### config.mk
export PLATFORM = sky130hd
export DESIGN_NAME = sliding_window_median_top
export DESIGN_NICKNAME = d
export VERILOG_FILES = /design/src/rtl/swm_pkg.sv /design/src/rtl/sliding_window_median_top.sv /design/src/rtl/swm_ram.sv
export SDC_FILE = /design/constraint.sdc
export NUM_CORES = 2
export LEC_CHECK = 0
export BUFFER_PORTS_ARGS = -buffer_cell sky130_fd_sc_hd__buf_2
export CAP_MARGIN = 20
export CORE_UTILIZATION = 30
export DETAILED_ROUTE_END_ITERATION = 8
export PLACE_DENSITY = 0.51
export SKIP_LAST_GASP = 1
export SLEW_MARGIN = 20
export SYNTH_ARGS = -nofsm -noshare
export SYNTH_HDL_FRONTEND = slang
export SYNTH_SLANG_ARGS = --single-unit
### constraint.sdc
create_clock -name clk -period 11.97 [get_ports clk]
set_input_delay 1.197 -clock clk [delete_from_list [all_inputs] [get_ports clk]]
set_output_delay 1.197 -clock clk [all_outputs]
set_load 0.01 [all_outputs]
### src/rtl/swm_pkg.sv
// ----------------------------------------------------------------------------
// Sliding window median package
// Payload types and fixed constants of the running median filter.
// ----------------------------------------------------------------------------
package swm_pkg;

	localparam int SAMPLE_W = 32;
	localparam int MEDIAN_W = 33;
	localparam int CFG_W    = 7;

	typedef logic signed [SAMPLE_W-1:0] sample_t;
	typedef logic signed [MEDIAN_W-1:0] median_t;
	typedef logic [CFG_W-1:0]           win_size_t;

	localparam win_size_t WINDOW_RESET = win_size_t'(3);

endpackage

### src/rtl/sliding_window_median_top.sv
// ----------------------------------------------------------------------------
// Sliding window median top level
// Running median over the last min(window_size, WINDOW_MAX) samples, doubled.
// ----------------------------------------------------------------------------
// A sample goes to ST_INS, passing ST_RING and ST_RM first if the window is full;
// once the window is full, ST_MED_A/B/C and ST_OUT follow, and a stalled sink
// holds the result in ST_OUT. No new sample is taken until the last is done, as
// the read port of the sorted store serves removal, insertion and median reads.
// A zero window takes one cycle per sample while cfg_valid is low, gives nothing.
// Reset empties the window and sets window_size to 3; the stores keep data.
// ----------------------------------------------------------------------------
module sliding_window_median_top #(
	parameter int WINDOW_MAX = 64
) (
	input  logic              clk,
	input  logic              arst_n,
	input  logic              cfg_valid,
	output logic              cfg_ready,
	input  swm_pkg::win_size_t window_size,
	input  logic              in_valid,
	output logic              in_ready,
	input  swm_pkg::sample_t  sample,
	output logic              out_valid,
	input  logic              out_ready,
	output swm_pkg::median_t  median_doubled
);

	import swm_pkg::*;

	localparam int CW = $clog2(WINDOW_MAX + 1);
	localparam int AW = (WINDOW_MAX > 1) ? $clog2(WINDOW_MAX) : 1;
	localparam int XW = (CW > CFG_W) ? CW : CFG_W;

	typedef enum logic [2:0] {
		ST_IDLE,
		ST_RING,
		ST_RM,
		ST_INS,
		ST_MED_A,
		ST_MED_B,
		ST_MED_C,
		ST_OUT
	} state_t;

	state_t          state_q;
	win_size_t       win_q;
	logic [CW-1:0]   fill_q;
	logic [AW-1:0]   rp_q;
	logic [CW-1:0]   rd_addr_q;
	logic            pend_s1;
	logic [AW-1:0]   addr_s1;
	logic            found_q;
	logic            stop_q;
	sample_t         v_q;
	logic [SAMPLE_W-1:0] old_q;
	median_t         acc_q;
	median_t         res_q;
	logic            out_valid_q;
	median_t         out_q;

	logic [CW-1:0]   k;
	logic            in_acc;
	logic            cfg_acc;
	logic            rm_issue;
	logic            ins_issue;
	logic            ins_done;
	logic            out_load;
	logic [CW-1:0]   rd_addr_m1;

	logic            ring_wr_en;
	logic            ring_rd_en;
	logic [SAMPLE_W-1:0] ring_rd_data;
	logic            srt_wr_en;
	logic [AW-1:0]   srt_wr_addr;
	logic [SAMPLE_W-1:0] srt_wr_data;
	logic            srt_rd_en;
	logic [AW-1:0]   srt_rd_addr;
	logic [SAMPLE_W-1:0] srt_rd_data;

	assign k = (XW'(win_q) > XW'(WINDOW_MAX)) ? CW'(WINDOW_MAX) : CW'(win_q);

	assign cfg_ready      = (state_q == ST_IDLE);
	assign in_ready       = (state_q == ST_IDLE) && !cfg_valid;
	assign in_acc         = in_valid && in_ready;
	assign cfg_acc        = cfg_valid && cfg_ready;
	assign out_valid      = out_valid_q;
	assign median_doubled = out_q;
	assign out_load       = (state_q == ST_OUT) && (!out_valid_q || out_ready);

	assign rd_addr_m1 = CW'(rd_addr_q - 1'b1);
	assign rm_issue   = (rd_addr_q < k);
	assign ins_issue  = (rd_addr_q != '0) && !stop_q;
	assign ins_done   = stop_q || (!pend_s1 && (rd_addr_q == '0));
	assign ring_rd_en = in_acc;
	assign ring_wr_en = (state_q == ST_INS) && ins_done;

	always_comb begin
		srt_wr_en   = 1'b0;
		srt_wr_addr = '0;
		srt_wr_data = v_q;
		srt_rd_en   = 1'b0;
		srt_rd_addr = '0;
		case (state_q)
			ST_RM: begin
				srt_rd_en   = rm_issue;
				srt_rd_addr = rd_addr_q[AW-1:0];
				if (pend_s1 && found_q) begin
					srt_wr_en   = 1'b1;
					srt_wr_addr = AW'(addr_s1 - 1'b1);
					srt_wr_data = srt_rd_data;
				end
			end
			ST_INS: begin
				srt_rd_en   = ins_issue;
				srt_rd_addr = rd_addr_m1[AW-1:0];
				if (pend_s1 && !stop_q) begin
					srt_wr_en   = 1'b1;
					srt_wr_addr = AW'(addr_s1 + 1'b1);
					if ($signed(srt_rd_data) > v_q) begin
						srt_wr_data = srt_rd_data;
					end
				end else if (!stop_q && (rd_addr_q == '0)) begin
					srt_wr_en = 1'b1;
				end
			end
			ST_MED_A: begin
				srt_rd_en   = 1'b1;
				srt_rd_addr = AW'(CW'(k - 1'b1) >> 1);
			end
			ST_MED_B: begin
				srt_rd_en   = 1'b1;
				srt_rd_addr = AW'(k >> 1);
			end
			default: begin
			end
		endcase
	end

	always_ff @(posedge clk or negedge arst_n) begin
		if (!arst_n) begin
			state_q     <= ST_IDLE;
			win_q       <= WINDOW_RESET;
			fill_q      <= '0;
			rp_q        <= '0;
			rd_addr_q   <= '0;
			pend_s1     <= 1'b0;
			addr_s1     <= '0;
			found_q     <= 1'b0;
			stop_q      <= 1'b0;
			v_q         <= '0;
			old_q       <= '0;
			acc_q       <= '0;
			res_q       <= '0;
			out_valid_q <= 1'b0;
			out_q       <= '0;
		end else begin
			if (out_load) begin
				out_valid_q <= 1'b1;
			end else if (out_valid_q && out_ready) begin
				out_valid_q <= 1'b0;
			end
			case (state_q)
				ST_IDLE: begin
					pend_s1 <= 1'b0;
					stop_q  <= 1'b0;
					found_q <= 1'b0;
					if (cfg_acc && (window_size != win_q)) begin
						win_q  <= window_size;
						fill_q <= '0;
						rp_q   <= '0;
					end else if (in_acc && (k != '0)) begin
						v_q <= sample;
						if (fill_q >= k) begin
							state_q <= ST_RING;
						end else begin
							rd_addr_q <= fill_q;
							state_q   <= ST_INS;
						end
					end
				end
				ST_RING: begin
					old_q     <= ring_rd_data;
					rd_addr_q <= '0;
					state_q   <= ST_RM;
				end
				ST_RM: begin
					pend_s1 <= rm_issue;
					addr_s1 <= rd_addr_q[AW-1:0];
					if (rm_issue) begin
						rd_addr_q <= CW'(rd_addr_q + 1'b1);
					end
					if (pend_s1 && !found_q && (srt_rd_data == old_q)) begin
						found_q <= 1'b1;
					end
					if (!rm_issue && !pend_s1) begin
						fill_q    <= CW'(k - 1'b1);
						rd_addr_q <= CW'(k - 1'b1);
						state_q   <= ST_INS;
					end
				end
				ST_INS: begin
					pend_s1 <= ins_issue;
					addr_s1 <= rd_addr_m1[AW-1:0];
					if (ins_issue) begin
						rd_addr_q <= rd_addr_m1;
					end
					if (pend_s1 && !stop_q && !($signed(srt_rd_data) > v_q)) begin
						stop_q <= 1'b1;
					end
					if (ins_done) begin
						fill_q  <= CW'(fill_q + 1'b1);
						rp_q    <= (CW'(rp_q + 1'b1) >= k) ? '0 : AW'(rp_q + 1'b1);
						state_q <= (CW'(fill_q + 1'b1) == k) ? ST_MED_A : ST_IDLE;
					end
				end
				ST_MED_A: begin
					state_q <= ST_MED_B;
				end
				ST_MED_B: begin
					acc_q   <= median_t'($signed(srt_rd_data));
					state_q <= ST_MED_C;
				end
				ST_MED_C: begin
					res_q   <= median_t'(acc_q + median_t'($signed(srt_rd_data)));
					state_q <= ST_OUT;
				end
				ST_OUT: begin
					if (out_load) begin
						out_q   <= res_q;
						state_q <= ST_IDLE;
					end
				end
				default: begin
					state_q <= ST_IDLE;
				end
			endcase
		end
	end

	swm_ram #(
		.WIDTH(SAMPLE_W),
		.DEPTH(WINDOW_MAX)
	) u_ring_ram (
		.clk     (clk),
		.wr_en   (ring_wr_en),
		.wr_addr (rp_q),
		.wr_data (v_q),
		.rd_en   (ring_rd_en),
		.rd_addr (rp_q),
		.rd_data (ring_rd_data)
	);

	swm_ram #(
		.WIDTH(SAMPLE_W),
		.DEPTH(WINDOW_MAX)
	) u_sort_ram (
		.clk     (clk),
		.wr_en   (srt_wr_en),
		.wr_addr (srt_wr_addr),
		.wr_data (srt_wr_data),
		.rd_en   (srt_rd_en),
		.rd_addr (srt_rd_addr),
		.rd_data (srt_rd_data)
	);

endmodule

### src/rtl/swm_ram.sv
// ----------------------------------------------------------------------------
// Sliding window median RAM
// Generic simple dual-port memory with one write port and a registered read.
// ----------------------------------------------------------------------------
module swm_ram #(
	parameter int WIDTH = 32,
	parameter int DEPTH = 64
) (
	input  logic                                      clk,
	input  logic                                      wr_en,
	input  logic [((DEPTH > 1) ? $clog2(DEPTH) : 1)-1:0] wr_addr,
	input  logic [WIDTH-1:0]                          wr_data,
	input  logic                                      rd_en,
	input  logic [((DEPTH > 1) ? $clog2(DEPTH) : 1)-1:0] rd_addr,
	output logic [WIDTH-1:0]                          rd_data
);

	logic [WIDTH-1:0] mem_q [DEPTH];

	always_ff @(posedge clk) begin
		if (wr_en) begin
			mem_q[wr_addr] <= wr_data;
		end
		if (rd_en) begin
			rd_data <= mem_q[rd_addr];
		end
	end

endmodule

==> reports/metrics.yaml <==
placement:
  io_buffers: 79
  gp_congestion: 0.828
  dp.cells: 17100
  dpl.hpwl_mm: 310
routing:
  drc: 0
  wl_per_cell_um: 31.0
  drtAntennaViolNets: 0
  first_pass_iters: 8
  vias_per_cell: 5.44
  vias: 97300
  drt-initial-drc-count: 12600
  wl_mm: 555
clocking:
  clock_sinks: 4362
  cts_buffers: 438
  cts_tree: "done"
  cts-resized-gates: 0
  clock_latency_ns: 1.08
  root_buffer: "clkbuf_16"
  clockBufferDepth: 4
  clkTransAtPathRegs_ns: 0.07
  cts_max_level: 5
floorplanning:
  die_h_um: 748
  core.rowCount: 273
  die-area_sq_mm: 0.560
  fp.dieW_um: 748
  core-area_sq_mm: 0.554
  ios: 80
  initial_core_util_pct: 30.2
power:
  power_density_mw_per_mm2: 274
  leakagePower_nw: 61.7
  vdd_drop_max_uv: 316
hold_path:
  hold_end: "v_q[7]$_DFFE_PN0P_"
  hold_path_depth: 2
  min_path_type: "primary input to register"
  hp-start: "sample[7]"
grt:
  use_met3_pct: 3.94
  use_met1_pct: 25.8
  grt_first_pass_wirelength_mm: 762
  grt_max_degree: 147
  grt_use_met2_pct: 30.4
  grtUsageTotal_pct: 19.1
  overflow: 0
  busiest_layer: "met2"
  grt_pass1_vias: 94300
  antenna_found_initial: 52
worst_setup_path:
  r2r-start: "win_q[6]$_DFFE_PN0P_"
  rrSetupSlack_ns: 5.40
  worst-endpoint-required_ns: 12.77
  worstRegToRegCells: 13
  criticalPathCategory: "register to register"
  end_kind: "register"
  worstPathArrival_ns: 7.37
  reg2reg_to: "u_sort_ram.rd_data[23]$_DFFE_PP_"
  start_kind: "register"
  path_max_fanout: 41
yosys:
  ys_seq_area_share_pct: 77.8
  synth_edf_count: 4160
  syn_nets: 9981
  syn_area_sq_mm: 0.167
  yosysWarnings: 0
  yosysTopAreaCellShare_pct: 74.7
  async_flop_share_pct: 4.63
  ys_ff_latch: 4362
  synthCells: 9841
  synth_top_cell_by_area: "edfxtp_1"
  synth_area_leaders: "edfxtp_1 (75%), a22oi_1 (3.2%), mux4_2 (3.0%)"
  netlist-cell-type-count: 78
  syn-mean-instance-area_sq_um: 17.0
  synth-main-ff-cell: "edfxtp_1"
sta:
  relSlewSlack_pct: 18.8
  tightest_slew_ns: 1.22
  final-setup-viol-count: 0
  setup_tns_ns: 0
  timing.final.crit_share_pct: 54.9
  fin_skew_ns: 0.120
  report.final.slew_viol_count: 0
  rsz0062_at_grt: "false"
  fin_crit_ns: 6.57
  final_hold_viol_count: 0
  max_clock_freq_ghz: 0.152
layout:
  nFillCells: 52000
  multi_input_area_sq_mm: 0.0357
  nNetsFinal: 10200
  area_delta_synth_final_pct: 15.2
  register_area_sq_mm: 0.130
  finalNonFillerCells: 17900
  finish.utilization_pct: 34.8
  drive_gt1_share_pct: 16.1
run:
  maxCapViolCount: 0
status:
  status: "finished, final reports clean"
## where the power goes
part | total (mW) | leakage (nW) | switching (mW) | internal, mW
clock | 13.6 | 6.84 | 5.92 | 7.66
sequential | 20.9 | 40.3 | 0.611 | 20.3
combinational | 18.3 | 14.6 | 13.6 | 4.70
## cell type report
type / count / area share (%)
Antenna cell: 19 / 0.0247
Clock buffer: 547 / 6.00
Clock inverter: 256 / 1.26
Inverter: 64 / 0.125
Multi-Input combinational cell: 4777 / 18.5
Sequential cell: 4362 / 67.5
Tap cell: 7425 / 4.82
Timing Repair Buffer: 442 / 1.74
## repair_timing
| action | in CTS | in global routing |
|---|---|---|
| hold buffers | 0 | 1 |
| endpoints found under the hold margin | 0 | 23 |
| buffers inserted | 0 | 0 |
## metrics by stage
step	setup WS, ns	cell area (sq um)	hold slack (ns)	total power, mW
6_report	5.40	193000	0.367	52.8
3_5_place_dp	5.61	179000	0.461	39.5
4_1_cts	5.45	193000	0.165	53.0
2_1_floorplan	7.40	167000	0.440	30.7
3_3_place_gp	5.74	179000	0.461	39.2
5_1_grt	5.33	193000	0.339	54.4
## synthesized netlist by cell type, types with 61 or more instances
| master | count |
|---|---|
| mux2i_1 | 71 |
| nand2_1 | 1004 |
| and3_1 | 75 |
| a21oi_1 | 454 |
| ha_1 | 95 |
| nor2_1 | 274 |
| buf_1 | 75 |
| a221oi_1 | 184 |
| a32oi_1 | 66 |
| a31oi_1 | 203 |
| nand4_1 | 110 |
| edfxtp_1 | 4160 |
| mux2_2 | 138 |
| clkbuf_1 | 440 |
| a22o_1 | 279 |
| nand3_1 | 244 |
| o21ai_0 | 80 |
| inv_1 | 61 |
| a22oi_1 | 706 |
| dfrtp_1 | 200 |
| mux4_2 | 226 |
| a311oi_1 | 66 |
| buf_2 | 96 |
## worst max-delay path: stages (launching register included)
cell       delay (ns)
dfrtp_1          0.58
clkinv_1         0.37
nand2_1          0.21
ha_1             0.26
nand2b_1         0.10
xnor2_1          0.15
o22ai_1          0.42
and2_4           0.78
buf_4            0.64
mux4_2           0.34
a22oi_1          0.10
a32oi_1          0.93
o221ai_1         0.78
a2111oi_2        0.46
## sequential cells by signal (all words and copies together) (netlist names), 3 cells and up
register	count
rp_q	6
acc_q	32
u_sort_ram.mem_q	2048
v_q	32
state_q	3
old_q	32
u_ring_ram.mem_q	2048
u_sort_ram.rd_data	32
rd_addr_q	7
win_q	7
fill_q	7
addr_s1	6
median_doubled	33
res_q	33
u_ring_ram.rd_data	32
## how the worst max path moves through the flow
stage | startpoint | to | slack, ns | depth (start not counted)
final | win_q[6]$_DFFE_PN0P_ | u_sort_ram.rd_data[23]$_DFFE_PP_ | 5.40 | 13
after detailed placement | win_q[6]$_DFFE_PN0P_ | u_sort_ram.rd_data[23]$_DFFE_PP_ | 5.61 | 13
after global routing | win_q[6]$_DFFE_PN0P_ | u_sort_ram.rd_data[23]$_DFFE_PP_ | 5.33 | 13
after global placement | win_q[6]$_DFFE_PN0P_ | u_sort_ram.rd_data[23]$_DFFE_PP_ | 5.74 | 13
after floorplan | v_q[23]$_DFFE_PN0P_ | u_sort_ram.mem_q[0][0]$_DFFE_PP_ | 7.40 | 11
after CTS | win_q[6]$_DFFE_PN0P_ | u_sort_ram.rd_data[23]$_DFFE_PP_ | 5.45 | 13
## kinds of logic after synthesis
kind of cell             share of synthesized area (%)
XOR/XNOR                                         0.487
buffers and inverters                             1.72
AND/OR/NAND/NOR                                   4.78
flip-flops                                        77.8
AO/OA/AOI/OAI                                     10.1
multiplexers                                      4.40
adder cells (fa/ha/maj)                          0.723
## cells in the final DEF, fill, tap and decap left out, types with 110 or more instances in the layout
master / instances
a31oi_1: 202
mux4_2: 226
buf_4: 344
edfxtp_1: 4160
clkbuf_16: 442
dfrtp_1: 168
nor2_1: 137
a22o_1: 279
a221oi_1: 184
nand2_1: 1003
nand4_1: 110
a21oi_1: 450
nor2_4: 132
nand3_1: 241
a22oi_1: 706
mux2_2: 138
## per-layer routing
metal  vias up  part of all wire [%]
met3       836                   9.2
met4        10                   4.1
met1     51400                    40
met2      4762                    46
met5         -                 0.011
li1      40400                     -
Note: power is estimated with default switching activity, not from simulation.
